==> src/hw/rtl/lz_rle_history_decompressor_defines.svh <==
// Assertion macros shared by the decompressor RTL.
`ifndef LZ_RLE_HISTORY_DECOMPRESSOR_DEFINES_SVH
`define LZ_RLE_HISTORY_DECOMPRESSOR_DEFINES_SVH

`ifndef ASSERT_OFF

// Check a property on every rising clock edge outside reset.
`define LZRH_ASSERT(lbl, clk, rst_n, prop, msg) \
    lbl: assert property (@(posedge clk) disable iff (!rst_n) prop) else $error(msg);

// Check that a condition never holds outside reset.
`define LZRH_ASSERT_NEVER(lbl, clk, rst_n, expr, msg) \
    lbl: assert property (@(posedge clk) disable iff (!rst_n) !(expr)) else $error(msg);

`else

`define LZRH_ASSERT(lbl, clk, rst_n, prop, msg)
`define LZRH_ASSERT_NEVER(lbl, clk, rst_n, expr, msg)

`endif

`endif

==> src/hw/rtl/lzrh_pkg.sv <==
`timescale 1ns / 1ps

package lzrh_pkg;

    localparam int HISTORY_DEPTH = 65536;
    localparam int ADDR_W        = $clog2(HISTORY_DEPTH);
    localparam int POS_W         = ADDR_W + 1;
    localparam int SUM_W         = 17;

    // Request kinds
    localparam logic [1:0] KIND_BYTE  = 2'd0;
    localparam logic [1:0] KIND_PULL  = 2'd1;
    localparam logic [1:0] KIND_END   = 2'd2;
    localparam logic [1:0] KIND_UNEXP = 2'd3;

    // Result status codes
    localparam logic [3:0] ST_ACCEPT   = 4'd0;
    localparam logic [3:0] ST_BYTE     = 4'd1;
    localparam logic [3:0] ST_NEED     = 4'd2;
    localparam logic [3:0] ST_FINISHED = 4'd3;
    localparam logic [3:0] ST_BADCMD   = 4'd4;
    localparam logic [3:0] ST_BADREAD  = 4'd5;
    localparam logic [3:0] ST_OVERFLOW = 4'd6;
    localparam logic [3:0] ST_TRUNC    = 4'd7;
    localparam logic [3:0] ST_UNEXP    = 4'd8;

    // Result of one accepted transaction, as decided by the command stage
    typedef struct packed {
        logic [3:0]        status;
        logic [7:0]        data;
        logic              run_end;
        logic              use_ram;
        logic              invert;
        logic [ADDR_W-1:0] rd_addr;
        logic [ADDR_W-1:0] wr_addr;
    } t_issue;

    // History write port
    typedef struct packed {
        logic              en;
        logic [ADDR_W-1:0] addr;
        logic [7:0]        data;
    } t_wr;

endpackage

==> src/hw/rtl/lzrh_cmd.sv <==
`timescale 1ns / 1ps
`include "lz_rle_history_decompressor_defines.svh"

module lzrh_cmd (
    input  logic                i_clk,
    input  logic                i_rst_n,
    input  logic                i_acc,
    input  logic [1:0]          i_kind,
    input  logic [7:0]          i_byte,
    output lzrh_pkg::t_issue    o_issue
);

    localparam logic [3:0] PH_HEADER   = 4'd0;
    localparam logic [3:0] PH_EXTCNT   = 4'd1;
    localparam logic [3:0] PH_OPER1    = 4'd2;
    localparam logic [3:0] PH_OPER2    = 4'd3;
    localparam logic [3:0] PH_LITWAIT  = 4'd4;
    localparam logic [3:0] PH_LITREADY = 4'd5;
    localparam logic [3:0] PH_EMIT     = 4'd6;
    localparam logic [3:0] PH_DONE     = 4'd7;
    localparam logic [3:0] PH_BADCMD   = 4'd8;
    localparam logic [3:0] PH_BADREAD  = 4'd9;
    localparam logic [3:0] PH_OVERFLOW = 4'd10;
    localparam logic [3:0] PH_TRUNC    = 4'd11;

    localparam logic [2:0] OP_LIT  = 3'd0;
    localparam logic [2:0] OP_FILL = 3'd1;
    localparam logic [2:0] OP_ALT  = 3'd2;
    localparam logic [2:0] OP_INC  = 3'd3;
    localparam logic [2:0] OP_COPY = 3'd4;
    localparam logic [2:0] OP_INV  = 3'd5;
    localparam logic [2:0] OP_REL  = 3'd6;
    localparam logic [2:0] OP_EXT  = 3'd7;

    logic [3:0]               r_phase, n_phase;
    logic [2:0]               r_op, n_op;
    logic [10:0]              r_len, n_len;
    logic [10:0]              r_done, n_done;
    logic [7:0]               r_fill_lo, n_fill_lo;
    logic [7:0]               r_fill_hi, n_fill_hi;
    logic [15:0]              r_src, n_src;
    logic                     r_alt, n_alt;
    logic [lzrh_pkg::POS_W-1:0] r_pos, n_pos;

    logic [lzrh_pkg::SUM_W-1:0] w_addr;
    logic [lzrh_pkg::SUM_W-1:0] w_rel;
    logic [10:0]                w_done_inc;
    logic                       w_term;
    lzrh_pkg::t_issue           w_issue;

    assign w_addr     = lzrh_pkg::SUM_W'(r_src) + lzrh_pkg::SUM_W'(r_done);
    assign w_rel      = lzrh_pkg::SUM_W'(r_pos) - lzrh_pkg::SUM_W'(i_byte);
    assign w_done_inc = r_done + 11'd1;
    assign w_term     = (r_phase == PH_DONE) || (r_phase == PH_BADCMD) ||
                        (r_phase == PH_BADREAD) || (r_phase == PH_OVERFLOW) ||
                        (r_phase == PH_TRUNC);

    always_comb begin
        n_phase   = r_phase;
        n_op      = r_op;
        n_len     = r_len;
        n_done    = r_done;
        n_fill_lo = r_fill_lo;
        n_fill_hi = r_fill_hi;
        n_src     = r_src;
        n_alt     = r_alt;
        n_pos     = r_pos;

        w_issue         = '0;
        w_issue.status  = lzrh_pkg::ST_ACCEPT;
        w_issue.rd_addr = w_addr[lzrh_pkg::ADDR_W-1:0];
        w_issue.wr_addr = r_pos[lzrh_pkg::ADDR_W-1:0];

        case (r_phase)
            PH_DONE:     w_issue.status = lzrh_pkg::ST_FINISHED;
            PH_BADCMD:   w_issue.status = lzrh_pkg::ST_BADCMD;
            PH_BADREAD:  w_issue.status = lzrh_pkg::ST_BADREAD;
            PH_OVERFLOW: w_issue.status = lzrh_pkg::ST_OVERFLOW;
            PH_TRUNC:    w_issue.status = lzrh_pkg::ST_TRUNC;
            default: begin
                if (i_kind == lzrh_pkg::KIND_UNEXP) begin
                    w_issue.status = lzrh_pkg::ST_UNEXP;
                end else if (r_phase inside {PH_LITREADY, PH_EMIT}) begin
                    if (i_kind != lzrh_pkg::KIND_PULL) begin
                        w_issue.status = lzrh_pkg::ST_UNEXP;
                    end else if (r_pos >= lzrh_pkg::POS_W'(lzrh_pkg::HISTORY_DEPTH)) begin
                        n_phase        = PH_OVERFLOW;
                        w_issue.status = lzrh_pkg::ST_OVERFLOW;
                    end else if (r_op inside {OP_COPY, OP_INV, OP_REL, OP_EXT} &&
                                 w_addr >= lzrh_pkg::SUM_W'(r_pos)) begin
                        n_phase        = PH_BADREAD;
                        w_issue.status = lzrh_pkg::ST_BADREAD;
                    end else begin
                        w_issue.status  = lzrh_pkg::ST_BYTE;
                        w_issue.run_end = (w_done_inc >= r_len);
                        case (r_op)
                            OP_LIT, OP_FILL: w_issue.data = r_fill_lo;
                            OP_ALT: begin
                                w_issue.data = r_alt ? r_fill_hi : r_fill_lo;
                                n_alt        = ~r_alt;
                            end
                            OP_INC: w_issue.data = r_fill_lo + r_done[7:0];
                            default: begin
                                // history byte arrives from the RAM next cycle
                                w_issue.use_ram = 1'b1;
                                w_issue.invert  = (r_op == OP_INV);
                            end
                        endcase
                        n_pos  = r_pos + lzrh_pkg::POS_W'(1);
                        n_done = w_done_inc;
                        if (w_issue.run_end) begin
                            n_phase = PH_HEADER;
                        end else if (r_op == OP_LIT) begin
                            n_phase = PH_LITWAIT;
                        end
                    end
                end else if (i_kind == lzrh_pkg::KIND_PULL) begin
                    w_issue.status = lzrh_pkg::ST_NEED;
                end else if (i_kind == lzrh_pkg::KIND_END) begin
                    if (r_phase == PH_HEADER) begin
                        n_phase        = PH_DONE;
                        w_issue.status = lzrh_pkg::ST_FINISHED;
                    end else begin
                        n_phase        = PH_TRUNC;
                        w_issue.status = lzrh_pkg::ST_TRUNC;
                    end
                end else begin
                    case (r_phase)
                        PH_HEADER: begin
                            if (i_byte == 8'hff) begin
                                n_phase        = PH_DONE;
                                w_issue.status = lzrh_pkg::ST_FINISHED;
                            end else if (i_byte[7:5] == OP_EXT) begin
                                n_op = i_byte[4:2];
                                if (i_byte[4:2] == OP_EXT) begin
                                    n_phase        = PH_BADCMD;
                                    w_issue.status = lzrh_pkg::ST_BADCMD;
                                end else begin
                                    n_len   = {1'b0, i_byte[1:0], 8'h00};
                                    n_phase = PH_EXTCNT;
                                end
                            end else begin
                                n_op    = i_byte[7:5];
                                n_len   = 11'(i_byte[4:0]) + 11'd1;
                                n_done  = '0;
                                n_alt   = 1'b0;
                                n_phase = (i_byte[7:5] == OP_LIT) ? PH_LITWAIT : PH_OPER1;
                            end
                        end
                        PH_EXTCNT: begin
                            n_len   = r_len + 11'(i_byte) + 11'd1;
                            n_done  = '0;
                            n_alt   = 1'b0;
                            n_phase = (r_op == OP_LIT) ? PH_LITWAIT : PH_OPER1;
                        end
                        PH_OPER1: begin
                            n_fill_lo = i_byte;
                            if (r_op == OP_REL) begin
                                n_src   = w_rel[15:0];
                                n_phase = PH_EMIT;
                            end else if (r_op == OP_FILL || r_op == OP_INC) begin
                                n_phase = PH_EMIT;
                            end else begin
                                n_phase = PH_OPER2;
                            end
                        end
                        PH_OPER2: begin
                            if (r_op == OP_ALT) begin
                                n_fill_hi = i_byte;
                            end else begin
                                n_src = {i_byte, r_fill_lo};
                            end
                            n_phase = PH_EMIT;
                        end
                        PH_LITWAIT: begin
                            n_fill_lo = i_byte;
                            n_phase   = PH_LITREADY;
                        end
                        default: w_issue.status = lzrh_pkg::ST_UNEXP;
                    endcase
                end
            end
        endcase
    end

    always_ff @(posedge i_clk) begin
        if (!i_rst_n) begin
            r_phase   <= PH_HEADER;
            r_op      <= '0;
            r_len     <= '0;
            r_done    <= '0;
            r_fill_lo <= '0;
            r_fill_hi <= '0;
            r_src     <= '0;
            r_alt     <= 1'b0;
            r_pos     <= '0;
        end else if (i_acc) begin
            r_phase   <= n_phase;
            r_op      <= n_op;
            r_len     <= n_len;
            r_done    <= n_done;
            r_fill_lo <= n_fill_lo;
            r_fill_hi <= n_fill_hi;
            r_src     <= n_src;
            r_alt     <= n_alt;
            r_pos     <= n_pos;
        end
    end

    assign o_issue = w_issue;

    `LZRH_ASSERT(a_pos_advance, i_clk, i_rst_n, (i_acc && w_issue.status == lzrh_pkg::ST_BYTE) |=> (r_pos == $past(r_pos) + lzrh_pkg::POS_W'(1)), "position did not advance on an output byte")
    `LZRH_ASSERT(a_term_sticky, i_clk, i_rst_n, w_term |=> (w_term && $stable(r_phase)), "finished or error state left before reset")
    `LZRH_ASSERT(a_run_bound, i_clk, i_rst_n, (r_phase == PH_EMIT || r_phase == PH_LITREADY) |-> (r_done < r_len), "run count passed run length while emitting")

endmodule

==> config.mk <==
export PLATFORM = sky130hd
export DESIGN_NAME = lzrh_cmd
export DESIGN_NICKNAME = d
export VERILOG_FILES = /design/src/hw/rtl/lzrh_pkg.sv /design/src/hw/rtl/lzrh_cmd.sv
export VERILOG_INCLUDE_DIRS = /design/src /design/src/hw/rtl
export SDC_FILE = /design/constraint.sdc
export NUM_CORES = 1
export LEC_CHECK = 0
export ABC_AREA = 1
export CAP_MARGIN = 20
export CORE_MARGIN = 3
export CORE_UTILIZATION = 59
export CTS_BUF_LIST = sky130_fd_sc_hd__clkbuf_16
export CTS_CLUSTER_DIAMETER = 100
export DETAILED_ROUTE_END_ITERATION = 8
export DONT_BUFFER_PORTS = 1
export GPL_TIMING_DRIVEN = 0
export PLACE_DENSITY = 0.82
export SLEW_MARGIN = 25
export SYNTH_ARGS = -nofsm -noshare
export SYNTH_HDL_FRONTEND = slang
export SYNTH_SLANG_ARGS = --single-unit
==> constraint.sdc <==
create_clock -name i_clk -period 3.2 [get_ports i_clk]
set_input_delay 0.64 -clock i_clk [delete_from_list [all_inputs] [get_ports i_clk]]
set_output_delay 0.64 -clock i_clk [all_outputs]
set_load 0.01 [all_outputs]
==> results.yml <==
placement:
  place_congestion: 0.966
  place_area_um2: 7550
  place_hpwl_um: 16900
  io_buffers: 0
global_routing:
  grt_use_total: 0.342
  grt_pass1_vias: 7170
  grt_first_pass_wirelength_um: 36500
  overflow: 0
  grt_antenna_before_repair: 0
  grt_max_degree: 15
critical_path:
  startpoint: "r_done[9]"
  critPathMaxStageDelay_ns: 0.36
  path_common_cell: "nand2_4"
  path_delay_family: "simple AND/OR/NAND/NOR gates"
  path_class: "reg2out"
  crit_path_start_kind: "flip-flop"
  path_cells: "ha_4 > nand2_2 > or2_4 > nand4_1 > nand3_2 > nand2_4 > nand3_4 > xnor2_4 > ha_4 > nand2_2 > nor2_4 > nand3_2 > nor2_1 > nand2_1 > nand3_4 > nand2_4 > nand2_4 > nand4_1 > o211ai_1"
  critPathBufInv: 0
  ff2ff_setup_slack_ns: -0.32
  crit_slowest_cell: "dfxtp_4"
  arrival_ns: 3.29
  worstPathRequired_ns: 2.56
  crit_path_max_fanout: 3
  end_kind: "output port"
  rr_startpoint: "r_done[9]"
die:
  num_rows: 39
  fp.dieArea_um2: 13600
  die_w_um: 116
  die_h_um: 116
  start_util: 0.617
  io_pins: 60
  core_region_area_um2: 11700
synthesis:
  synthCells: 1119
  ys_ff_latch: 79
  synthFlopType: "dfxtp_1"
  synth-adder-area-share: 0.138
  synth_cell_types: 50
  syn_area_per_cell_um2: 6.43
  synth_top_family_by_area: "simple AND/OR/NAND/NOR gates"
  synth_xor_area_frac: 0.0523
  async_flop_share: 0
  synthesis.nets: 1209
  muxShareOfSynthArea: 0
  ys.warnings.count: 0
  synth_compound_area_frac: 0.169
  synth_simple_gate_area_share: 0.315
  synth_edf_count: 0
  syn-cell-area_um2: 7200
  ys_seq_area_frac: 0.220
timing:
  period_share: 1.23
  finalHoldViolCount: 0
  final_max_slew_viol_count: 0
  worst_slew_pin_slew_ns: 0.786
  maxSlewHeadroom: 0.476
  rsz0062_at_grt: "yes"
  min_period_ns: 3.93
  fmax_mhz: 254
  setup_tns_ns: -10.96
  fin_skew_ns: 0.00792
  finalWorstSetupSlack_ns: -0.730
  finalSetupViolations: 37
clocking:
  clkSinkCount: 79
  clock-root-buffer: "clkbuf_16"
  h-tree-depth: 3
  clk_pin_slew_ns: 0.06
  cts_buffers: 9
  clock_latency_ns: 0.35
  ctsLongestPathBuffers: 2
  cts_tree: "done"
power_and_ir_drop:
  power_per_cell_area_nw_per_um2: 387
  power_mw: 3.35
  p_leak_nw: 4.02
  ir_worst_vdd_v: 0.000317
route:
  finalWirelength_um: 23700
  drc_errors: 0
  vias: 8010
  avgViaCountPerCell: 6.08
  ant_nets: 0
  avgRoutedWirePerCell_um: 18.0
  first_iter_violations: 797
  wl_met1_um: 9940
  highest_layer: "met4"
  dr_wl_met3_um: 2490
  drtPass1Iterations: 6
  dr_wl_met2_um: 10400
flow_run:
  drv_cap: 0
hold_path:
  hold_class: "in2reg"
  min_from: "i_rst_n"
outcome:
  failed_checks: "setup timing"
  status: "complete, but fails checks"
finish:
  area_delta_synth_final_pct: 20.3
  final_util: 0.743
  drive_above_1_share: 0.185
  final.fill_count: 913
  antenna_cells: 0
  fin_area_um2: 8660
  fin_nets: 1260
-- Yosys cell counts, types with 19 or more instances --
library cell	count	area, um^2
nand2_1	253	950
inv_1	126	473
a21oi_1	114	571
nand3_1	110	551
nor2_1	102	383
dfxtp_1	79	1580
ha_1	73	913
o21ai_0	48	240
xor2_1	31	272
nor3_1	20	100
buf_4	19	143
-- registers in the layout, summed over array words and instances, names as in the netlist --
name,flops
r_fill_hi,8
r_src,16
r_phase,4
r_alt,1
r_pos,17
r_done,11
r_fill_lo,8
r_op,3
r_len,11
-- worst reg2reg max path: stages, from the launching register on --
cell and delay [ns]:
dfxtp_4 0.36, ha_4 0.29, nand2_2 0.07, or2_4 0.24, nand4_1 0.17, nand3_2 0.12, nand2_4 0.12, nand2_2 0.07
nor3b_2 0.21, ha_1 0.29, nand2_2 0.11, nor2_4 0.04, buf_4 0.13, a21oi_4 0.15, nand3_4 0.14, nand2_4 0.12
nand2_4 0.05, buf_4 0.14, buf_6 0.12, nand2_4 0.08, clkbuf_4 0.18, nand3_1 0.08, nand2_1 0.08, nor2_1 0.03
-- through the flow --
stage	instances	hold WS, ns	worst slack (ns)
5_1_grt	1318	0.442	-0.922
3_5_place_dp	1262	0.484	-0.559
2_1_floorplan	1119	0.460	-0.0285
4_1_cts	1305	0.436	-0.743
3_3_place_gp	1262	0.483	-0.568
6_report	1318	0.437	-0.730
-- report_power, final --
| group | switching (mW) | leakage (nW) | internal [mW] |
|---|---|---|---|
| logic | 0.745 | 3.23 | 0.434 |
| registers | 0.0760 | 0.648 | 1.04 |
| clock network | 0.452 | 0.142 | 0.606 |
| total | 1.27 | 4.02 | 2.08 |
-- cells by family after synthesis --
group | after synthesis
buf+inv | 180
simple gates | 524
xor+xnor | 43
flops | 79
fa+ha+maj | 77
compound gates | 216
-- worst paths after layout --
kind | endpoint | cells after the start
max | o_issue[45] | 19
max reg2reg | r_done[6] | 23
min | r_len[10] | 2
min reg2reg | r_fill_hi[4] | 2
-- layer usage --
metal  GRT usage  vias to the layer above
met3      0.0756                       86
met5           0                        -
met2       0.539                      422
met4      0.0920                        0
li1            -                     3812
met1       0.474                     3690
-- layout make-up --
type | instances | area (um^2) | area share
plain buffers | 44 | 284 | 0.0328
clock buffers | 9 | 225 | 0.0260
clock inverters | 7 | 72.6 | 0.00838
inverters | 136 | 513 | 0.0592
multi-input cells | 860 | 5450 | 0.629
flip-flops and latches | 79 | 1620 | 0.187
well taps | 143 | 179 | 0.0207
repair buffers | 40 | 323 | 0.0373
-- what timing repair did --
| item | CTS | global route |
|---|---|---|
| gates cloned | 3 | 0 |
| gates resized for setup | 68 | 54 |
| hold buffers | 0 | 0 |
| pin swaps | 26 | 38 |
| buffers inserted | 24 | 14 |
| endpoints found under the setup margin | 37 | 44 |
-- cell usage in the layout, fill, tap and decap left out, drive strengths merged, types with 4 or more instances in the layout --
master  Yosys  routed
ha         73      73
inv       135     136
nand3     111     111
a21oi     114     114
a31oi      12      12
clkinv      1       4
nor2      107     107
nand4      13      13
xor2       31      31
o21ai      55      55
buf        31      70
nand2     260     260
fa          4       4
clkbuf     13      23
xnor2      12      12
dfxtp      79      79
a211oi     16      16
or2         6       6
nor3       23      23
Power figures use the tool's default switching activity.
