File: config.mk
export PLATFORM = sky130hd
export DESIGN_NAME = lzrh_emit_flat
export DESIGN_NICKNAME = d
export VERILOG_FILES = /design/src/hw/rtl/lzrh_pkg.sv /design/src/hw/rtl/lzrh_if.sv /design/src/hw/rtl/lzrh_emit.sv /design/src/flat_wrapper.sv
export VERILOG_INCLUDE_DIRS = /design/src /design/src/hw/rtl
export SDC_FILE = /design/constraint.sdc
export NUM_CORES = 1
export LEC_CHECK = 0
export ABC_AREA = 1
export BUFFER_PORTS_ARGS = -buffer_cell sky130_fd_sc_hd__buf_2
export CAP_MARGIN = 20
export CORE_MARGIN = 2
export CORE_UTILIZATION = 46
export DETAILED_ROUTE_END_ITERATION = 8
export GPL_TIMING_DRIVEN = 0
export PLACE_DENSITY_LB_ADDON = 0.1
export SLEW_MARGIN = 20
export SYNTH_ARGS = -nofsm -noshare
export SYNTH_HDL_FRONTEND = slang
export SYNTH_SLANG_ARGS = --single-unit
File: constraint.sdc
create_clock -name i_clk -period 1.8 [get_ports i_clk]
set_clock_uncertainty 0.2 [all_clocks]
set_input_delay 0 -clock i_clk [delete_from_list [all_inputs] [get_ports i_clk]]
set_output_delay 0 -clock i_clk [all_outputs]
set_load 0.02 [all_outputs]
File: src/hw/rtl/lz_rle_history_decompressor_defines.svh
// Assertion macros shared by the decompressor RTL.
`ifndef LZ_RLE_HISTORY_DECOMPRESSOR_DEFINES_SVH
`define LZ_RLE_HISTORY_DECOMPRESSOR_DEFINES_SVH

`ifndef ASSERT_OFF

// Check a property on every rising clock edge outside reset.
`define LZRH_ASSERT(lbl, clk, rst_n, prop, msg) \
    lbl: assert property (@(posedge clk) disable iff (!rst_n) prop) else $error(msg);

// Check that a condition never holds outside reset.
`define LZRH_ASSERT_NEVER(lbl, clk, rst_n, expr, msg) \
    lbl: assert property (@(posedge clk) disable iff (!rst_n) !(expr)) else $error(msg);

`else

`define LZRH_ASSERT(lbl, clk, rst_n, prop, msg)
`define LZRH_ASSERT_NEVER(lbl, clk, rst_n, expr, msg)

`endif

`endif

File: src/hw/rtl/lzrh_pkg.sv
`timescale 1ns / 1ps

package lzrh_pkg;

    localparam int HISTORY_DEPTH = 65536;
    localparam int ADDR_W        = $clog2(HISTORY_DEPTH);
    localparam int POS_W         = ADDR_W + 1;
    localparam int SUM_W         = 17;

    // Request kinds
    localparam logic [1:0] KIND_BYTE  = 2'd0;
    localparam logic [1:0] KIND_PULL  = 2'd1;
    localparam logic [1:0] KIND_END   = 2'd2;
    localparam logic [1:0] KIND_UNEXP = 2'd3;

    // Result status codes
    localparam logic [3:0] ST_ACCEPT   = 4'd0;
    localparam logic [3:0] ST_BYTE     = 4'd1;
    localparam logic [3:0] ST_NEED     = 4'd2;
    localparam logic [3:0] ST_FINISHED = 4'd3;
    localparam logic [3:0] ST_BADCMD   = 4'd4;
    localparam logic [3:0] ST_BADREAD  = 4'd5;
    localparam logic [3:0] ST_OVERFLOW = 4'd6;
    localparam logic [3:0] ST_TRUNC    = 4'd7;
    localparam logic [3:0] ST_UNEXP    = 4'd8;

    // Result of one accepted transaction, as decided by the command stage
    typedef struct packed {
        logic [3:0]        status;
        logic [7:0]        data;
        logic              run_end;
        logic              use_ram;
        logic              invert;
        logic [ADDR_W-1:0] rd_addr;
        logic [ADDR_W-1:0] wr_addr;
    } t_issue;

    // History write port
    typedef struct packed {
        logic              en;
        logic [ADDR_W-1:0] addr;
        logic [7:0]        data;
    } t_wr;

endpackage

File: src/hw/rtl/lzrh_if.sv


interface lzrh_out_if;
    logic       valid;
    logic       ready;
    logic [3:0] status;
    logic [7:0] out_byte;
    logic       run_end;

    modport source (output valid, output status, output out_byte, output run_end,
                    input ready);
    modport sink   (input valid, input status, input out_byte, input run_end,
                    output ready);
endinterface

File: src/hw/rtl/lzrh_emit.sv
`timescale 1ns / 1ps
`include "lz_rle_history_decompressor_defines.svh"

module lzrh_emit (
    input  logic               i_clk,
    input  logic               i_rst_n,
    input  logic               i_acc,
    input  lzrh_pkg::t_issue   i_issue,
    input  logic [7:0]         i_rdata,
    output logic               o_ready,
    output lzrh_pkg::t_wr      o_wr,
    lzrh_out_if.source         o_out
);

    logic                        r_valid;
    logic [3:0]                  r_status;
    logic [7:0]                  r_data;
    logic                        r_run_end;
    logic                        r_use_ram;
    logic                        r_invert;
    logic                        r_fwd;
    logic [7:0]                  r_fwd_data;
    logic [lzrh_pkg::ADDR_W-1:0] r_wr_addr;

    logic [7:0]    w_hist;
    logic [7:0]    w_byte;
    logic          w_leave;
    lzrh_pkg::t_wr w_wr;

    assign w_hist  = r_fwd ? r_fwd_data : i_rdata;
    assign w_byte  = r_use_ram ? (w_hist ^ {8{r_invert}}) : r_data;
    assign w_leave = r_valid && o_out.ready;
    assign o_ready = !r_valid || o_out.ready;

    // Commit the byte to history as it leaves the output stage.
    assign w_wr.en   = w_leave && (r_status == lzrh_pkg::ST_BYTE);
    assign w_wr.addr = r_wr_addr;
    assign w_wr.data = w_byte;
    assign o_wr      = w_wr;

    always_ff @(posedge i_clk) begin
        if (!i_rst_n) begin
            r_valid <= 1'b0;
        end else if (i_acc) begin
            r_valid <= 1'b1;
        end else if (w_leave) begin
            r_valid <= 1'b0;
        end
    end

    always_ff @(posedge i_clk) begin
        if (i_acc) begin
            r_status   <= i_issue.status;
            r_data     <= i_issue.data;
            r_run_end  <= i_issue.run_end;
            r_use_ram  <= i_issue.use_ram;
            r_invert   <= i_issue.invert;
            r_wr_addr  <= i_issue.wr_addr;
            // the RAM returns old data for the entry written this cycle: bypass it
            r_fwd      <= w_wr.en && (i_issue.rd_addr == r_wr_addr);
            r_fwd_data <= w_byte;
        end
    end

    assign o_out.valid    = r_valid;
    assign o_out.status   = r_status;
    assign o_out.out_byte = (r_status == lzrh_pkg::ST_BYTE) ? w_byte : 8'h00;
    assign o_out.run_end  = r_run_end;

    `LZRH_ASSERT(a_no_overwrite, i_clk, i_rst_n, (i_acc && r_valid) |-> o_out.ready, "new transaction accepted over a held result")
    `LZRH_ASSERT_NEVER(a_ram_only_bytes, i_clk, i_rst_n, r_valid && r_use_ram && (r_status != lzrh_pkg::ST_BYTE), "history read issued for a non-byte result")
    `LZRH_ASSERT(a_hold_result, i_clk, i_rst_n, (r_valid && !o_out.ready) |=> (r_valid && $stable(r_status) && $stable(r_run_end) && $stable(o_out.out_byte)), "held result changed while output not ready")

endmodule

File: src/flat_wrapper.sv
// flat-port wrapper written by rule: the top's interface ports become plain ports
module lzrh_emit_flat 
  (i_clk, i_rst_n, i_acc, i_issue, i_rdata, o_ready, o_wr, o_out_valid, o_out_status, o_out_out_byte, o_out_run_end, o_out_ready);
  lzrh_out_if o_out_i ();
  input  logic i_clk;
  input  logic i_rst_n;
  input  logic i_acc;
  input  lzrh_pkg::t_issue i_issue;
  input  logic [7:0] i_rdata;
  output logic o_ready;
  output lzrh_pkg::t_wr o_wr;
  output wire logic [$bits(o_out_i.valid)-1:0] o_out_valid;
  output wire logic [$bits(o_out_i.status)-1:0] o_out_status;
  output wire logic [$bits(o_out_i.out_byte)-1:0] o_out_out_byte;
  output wire logic [$bits(o_out_i.run_end)-1:0] o_out_run_end;
  input wire logic [$bits(o_out_i.ready)-1:0] o_out_ready;
  assign o_out_valid = o_out_i.valid;
  assign o_out_status = o_out_i.status;
  assign o_out_out_byte = o_out_i.out_byte;
  assign o_out_run_end = o_out_i.run_end;
  assign o_out_i.ready = o_out_ready;
  lzrh_emit u_core (.i_clk(i_clk), .i_rst_n(i_rst_n), .i_acc(i_acc), .i_issue(i_issue), .i_rdata(i_rdata), .o_ready(o_ready), .o_wr(o_wr), .o_out(o_out_i));
endmodule
==> results of run 1 <==
[per-layer routing]
metal | GRT usage | wire length, um
met5 | 0 | 0
met4 | 0.05031 | 70
met3 | 0.06048 | 298
met2 | 0.3323 | 2837
met1 | 0.2075 | 1795
[cells in the final DEF (no fill, tap or decap)]
cell type	instances
inv_1	36
nand2_1	52
clkbuf_1	3
buf_2	85
nand3b_4	1
bufinv_8	1
nor2_2	7
a21boi_0	1
buf_6	15
o211ai_1	8
xor2_1	4
xnor2_1	1
nand3_2	7
nor2_4	1
nand3_1	3
dfxtp_1	1
o21ai_2	6
or2_1	1
nor2_1	8
edfxtp_1	40
clkbuf_8	6
buf_4	6
dlygate4sd3_1	33
o21ai_1	2
buf_12	1
inv_2	4
nand2_2	13
or2_2	7
[stage by stage]
step | hold slack, ps | instances
6_report | 10.71 | 405
3_3_place_gp | -24.15 | 358
4_1_cts | 4.816 | 400
3_5_place_dp | -21.91 | 358
2_1_floorplan | -101.1 | 208
5_1_grt | 36.92 | 405
[state kept, by name, summed over array words and instances, names as in the netlist]
register	flops
u_core.r_fwd	1
u_core.o_out.status	4
u_core.r_data	8
u_core.r_use_ram	1
u_core.o_out.run_end	1
u_core.r_invert	1
u_core.r_fwd_data	8
u_core.r_wr_addr	16
u_core.o_out.valid	1
[area by class of cell]
cell class	instances	area [um^2]	share of cell area
sequential	41	1221	0.3783
tap	52	65.06	0.02016
inverter	41	167.7	0.05194
timing repair buffer	137	947.2	0.2934
multi-input combinational	122	690.7	0.2140
clock buffer	8	80.08	0.02481
buffer	4	56.30	0.01744
[cells by family after synthesis]
group	synth area share
buf+inv	0.1072
compound gates	0.05872
flops	0.5848
xor+xnor	0.02097
simple gates	0.2283
[how the worst max path moves through the flow]
| stage | endpoint | slack, ps |
|---|---|---|
| finish | o_out_out_byte[0] | -40 |
| global route | o_out_out_byte[0] | -140 |
| CTS | o_out_out_byte[7] | 9 |
| detailed placement | o_out_out_byte[7] | 230 |
| global placement | u_core.r_fwd_data[0] | 260 |
| floorplan | u_core.r_fwd | 180 |
[power by group through the flow]
stage / clock [mW] / sequential, mW / combinational [mW]
6_report: 0.562 / 1.18 / 0.578
2_1_floorplan: 0 / 1.24 / 0.223
3_3_place_gp: 0 / 1.19 / 0.443
3_5_place_dp: 0 / 1.20 / 0.450
5_1_grt: 0.611 / 1.19 / 0.627
4_1_cts: 0.575 / 1.18 / 0.510
[timing repair]
item | CTS | global route
endpoints found under the hold margin | 32 | 0
gates resized for setup | 2 | 45
endpoints found under the setup margin | 3 | 10
cloned | 0 | 2
hold buffers | 33 | 0
pin swaps | 0 | 20
buffers inserted | 1 | 3
[tightest hold or removal path: stages]
cell,delay (ps)
buf_2,90
xnor2_1,60
nand2_1,50
nor2_1,30
nand3_1,70
nor2_1,40
==> results.json, run 1 <==
{
  "p_clk_frac": 0.242,
  "p_int_mw": 1.688,
  "min_to": "u_core.r_fwd",
  "power_switching_uw": 629.3,
  "die_y_um": 71.38,
  "postLayoutCoreUtil": 0.7414,
  "fin_ws_ps": -41.95,
  "place_congestion": 0.7238,
  "drc": 0,
  "synthFlopType": "edfxtp_1",
  "fp.dieW_um": 71.38,
  "viasPerCell": 4.578,
  "via_count": 1854,
  "ff2ff_path_depth": 6,
  "hold_violations": 0,
  "drtIter0Drc": 54,
  "root_buffer": "clkbuf_8",
  "hp-class": "in2reg",
  "hold_path_depth": 6,
  "finalMaxSlewViolations": 0,
  "drtAntennaViolNets": 0,
  "path_cells": "buf_6 > o21ai_2 > nand2_1 > nand3_2 > nand2_2 > nor2_2 > buf_6",
  "p_seq_frac": 0.508,
  "worstSetupPathDepth": 7,
  "finalCritPeriodShare": 1.023,
  "syn_nets": 267,
  "netlist_area_um2": 2088,
  "setup_viol": 3,
  "p_per_area_nw_per_um2": 718.0,
  "relSlewSlack": 0.3998,
  "max_cap_viol_count": 0,
  "async_reset_ff_frac": 0,
  "htreeDepth": 2,
  "dp_hpwl_mm": 3.069,
  "grt_first_pass_wirelength_mm": 7.155,
  "cts_tree": "yes",
  "setup_tns_ps": -62.61,
  "worst_path_largest_cell_delay_ps": 520,
  "period_minus_slack_ps": 1842,
  "final_cell_area_um2": 3228,
  "diodes": 0,
  "ys_seq_area_frac": 0.5848,
  "cts.sinks": 41,
  "ys_ff_latch": 41,
  "drive_gt1_frac": 0.4533,
  "pre_cts_ws_ps": 231.3,
  "grt_pass1_vias": 1666,
  "crit_arrival_ps": 1640,
  "area_delta_synth_final_pct": 54.58,
  "postSynthAreaPerCell_um2": 10.04,
  "fill_cells": 317,
  "initial_utilization": 0.4796,
  "crit_family": "flip-flops",
  "synth.distinct_cells": 22,
  "antenna_found_initial": 0,
  "r2r_setup_slack_ps": 80,
  "placed_cell_area_um2": 2644,
  "ys_warn_count": 0,
  "synth_edf_count": 40,
  "grt.overflow.total": 0,
  "routed_wl_mm": 5.002,
  "clk_path_buf_depth": 2,
  "slowest_stage": "edfxtp_1",
  "r2r-end": "u_core.r_fwd_data[0]",
  "critPathLaunch": "u_core.r_fwd",
  "synth_largest_area_cell": "edfxtp_1",
  "fmax_ghz": 0.5429,
  "track_usage": 0.1838,
  "ir_drop_mv": 0.5853,
  "die_area_um2": 5094,
  "rsz0062_at_grt": "true",
  "hold_path_startpoint": "i_issue[23]",
  "crit_buf_inv": 2,
  "synth_commonest_cells": "nand2_1, edfxtp_1, inv_1",
  "finalNetCount": 411,
  "io_pins": 99,
  "first_pass_iters": 4,
  "cp-start-kind": "flop",
  "clkTransAtPathRegs_ps": 70,
  "synthCells": 208,
  "insertion_delay_ps": 290,
  "place.port_buffers": 98,
  "cts_inserted_buffers": 5,
  "worst_slew_pin_slew_ps": 900.3,
  "wl_per_cell_um": 12.35,
  "rows": 24,
  "synth_top_area_share": 0.5752,
  "endpoint_kind": "output port",
  "violations": "negative setup slack",
  "yosysMostFrequentCell": "nand2_1",
  "ys_top_cells_by_area": "edfxtp_1, nand2_1, inv_1",
  "crit_path_frequent_cell": "buf_6",
  "core_um2": 4354,
  "p_total_mw": 2.318,
  "criticalPathCategory": "reg2out",
  "worst-path-max-fanout": 6,
  "status": "finished, violations left",
  "grt_max_degree": 42,
  "combPwrFrac": 0.249,
  "swShare": 0.2715,
  "p_leak_nw": 1.590,
  "crit_required_ps": 1600,
  "worstReg2RegStart": "u_core.r_fwd"
}
Power figures use the tool's default switching activity.
==> inputs of run 2 (changes only) <==
--- a/config.mk
+++ b/config.mk
@@ -10,7 +10,7 @@
 export BUFFER_PORTS_ARGS = -buffer_cell sky130_fd_sc_hd__buf_2
 export CAP_MARGIN = 20
 export CORE_MARGIN = 2
-export CORE_UTILIZATION = 46
+export CORE_UTILIZATION = 45
 export DETAILED_ROUTE_END_ITERATION = 8
 export GPL_TIMING_DRIVEN = 0
 export PLACE_DENSITY_LB_ADDON = 0.1
==> results.json, run 2 (synthesis gave the netlist of run 1 again) <==
{
  "max_cap_viol_count": 0,
  "io_pins": 99,
  "drtIter0Drc": 97,
  "crit_required_ps": 1600,
  "drive_gt1_frac": 0.4131,
  "p_per_area_nw_per_um2": 767.0,
  "track_usage": 0.1888,
  "viasPerCell": 4.501,
  "postLayoutCoreUtil": 0.7143,
  "top_register": "u_core.r_wr_addr",
  "worst-path-max-fanout": 10,
  "wl_per_cell_um": 11.95,
  "setup_tns_ps": 0,
  "placed_cell_area_um2": 2644,
  "hold_violations": 0,
  "final_common_cell": "buf_2",
  "rows": 24,
  "routed_wl_mm": 4.814,
  "path_cells": "buf_6 > o211ai_1 > nand3_2 > nand2_2 > inv_1 > buf_2",
  "drtAntennaViolNets": 0,
  "initial_utilization": 0.4731,
  "cts.sinks": 41,
  "antenna_found_initial": 0,
  "grt.overflow.total": 0,
  "finalCritPeriodShare": 0.9674,
  "die_y_um": 72.12,
  "criticalPathCategory": "reg2out",
  "via_count": 1814,
  "fill_cells": 342,
  "insertion_delay_ps": 290,
  "grt_max_degree": 42,
  "rsz0062_at_grt": "true",
  "area_delta_synth_final_pct": 50.99,
  "cts_tree": "yes",
  "regArea_um2": 1221,
  "setup_viol": 0,
  "fmax_ghz": 0.5743,
  "final_cell_area_um2": 3153,
  "cp-start-kind": "flop",
  "endpoint_kind": "output port",
  "fin_ws_ps": 58.76,
  "dp_hpwl_mm": 3.289,
  "grt_pass1_vias": 1689,
  "root_buffer": "clkbuf_8",
  "multi_input_area_um2": 653.1,
  "diodes": 0,
  "finalMaxSlewViolations": 0,
  "core_um2": 4414,
  "cts_inserted_buffers": 5,
  "clk_path_buf_depth": 2,
  "largest_register_ffs": 16,
  "clkTransAtPathRegs_ps": 70,
  "placedCellCount": 358,
  "finalNetCount": 409,
  "drc": 0,
  "ir_drop_mv": 0.5561,
  "period_minus_slack_ps": 1741,
  "crit_arrival_ps": 1540,
  "fp.dieW_um": 72.12,
  "status": "finished clean",
  "reg_top3": "u_core.r_wr_addr: 16 flops, u_core.r_data: 8 flops, u_core.r_fwd_data: 8 flops",
  "layout_common_cells": "buf_2, nand2_1, inv_1, edfxtp_1, dlygate4sd3_1",
  "worst_path_largest_cell_delay_ps": 450,
  "p_leak_nw": 1.574,
  "pre_cts_ws_ps": 201.5,
  "die_area_um2": 5201,
  "hp-class": "in2reg",
  "worst_slew_pin_slew_ps": 891.7,
  "place_congestion": 0.7674,
  "place.port_buffers": 98,
  "htreeDepth": 2,
  "slowest_stage": "edfxtp_1",
  "relSlewSlack": 0.4055,
  "grt_first_pass_wirelength_mm": 7.500,
  "final_cells": 403,
  "first_pass_iters": 4
}
-- run 2: cell types whose count changed in the layout (fill, tap and decap cells not counted), moves of 4 or more --
cell,before,now
inv_2,4,0
buf_2,85,90
inv_1,36,40
buf_6,15,5
nand2_2,13,9
nand2_1,52,56
-- run 2: worst max-delay path, delay by kind of cell, from the launching register on --
kind                   cells  cell delay, ps
DFF                        1             450
buffers and inverters      3             390
AOI/OAI and AO/OA          1             230
and+or+nand+nor            2             180
-- run 2: layer usage --
layer,track usage,wire length [um]
met1,0.2255,1965
met2,0.3252,2414
met3,0.06528,381
met4,0.05031,53
met5,0,0
-- run 2: repair_timing --
action                                  CTS  global route
buffers inserted                          1             3
endpoints found under the hold margin    32             0
pin swaps                                 0             1
hold buffers                             33             0
endpoints found under the setup margin    5            15
gates resized for setup                   0            16
-- run 2: area by class of cell --
cell class | instances | share of cell area
Buffer | 4 | 0.01825
Clock buffer | 6 | 0.02302
Clock inverter | 2 | 0.01071
Inverter | 41 | 0.05317
Multi-Input combinational cell | 122 | 0.2071
Sequential cell | 41 | 0.3873
Tap cell | 52 | 0.02063
Timing Repair Buffer | 135 | 0.2798
-- run 2: final timing paths --
check                                 startpoint              endpoint  slack, ps  depth (start not counted)
worst max-delay path                u_core.r_fwd               o_wr[2]         60                          6
worst min-delay path                 i_issue[23]          u_core.r_fwd         20                          6
worst max register to register      u_core.r_fwd  u_core.r_fwd_data[2]        270                          5
worst min register to register  u_core.r_data[0]  u_core.r_fwd_data[0]        420                          3
-- run 2: report_power, final --
| part | internal, mW | switching, mW | total [mW] |
|---|---|---|---|
| clock network | 0.409 | 0.301 | 0.710 |
| registers | 1.14 | 0.0390 | 1.18 |
| logic | 0.248 | 0.283 | 0.531 |
-- run 2: metrics by stage --
step                hold WS [ps]  power (mW)
floorplan                 -101.1       1.467
global placement          -23.71       1.639
detailed placement        -21.89       1.652
CTS                        13.25       2.418
global route               52.92       2.528
finish                     19.45       2.418
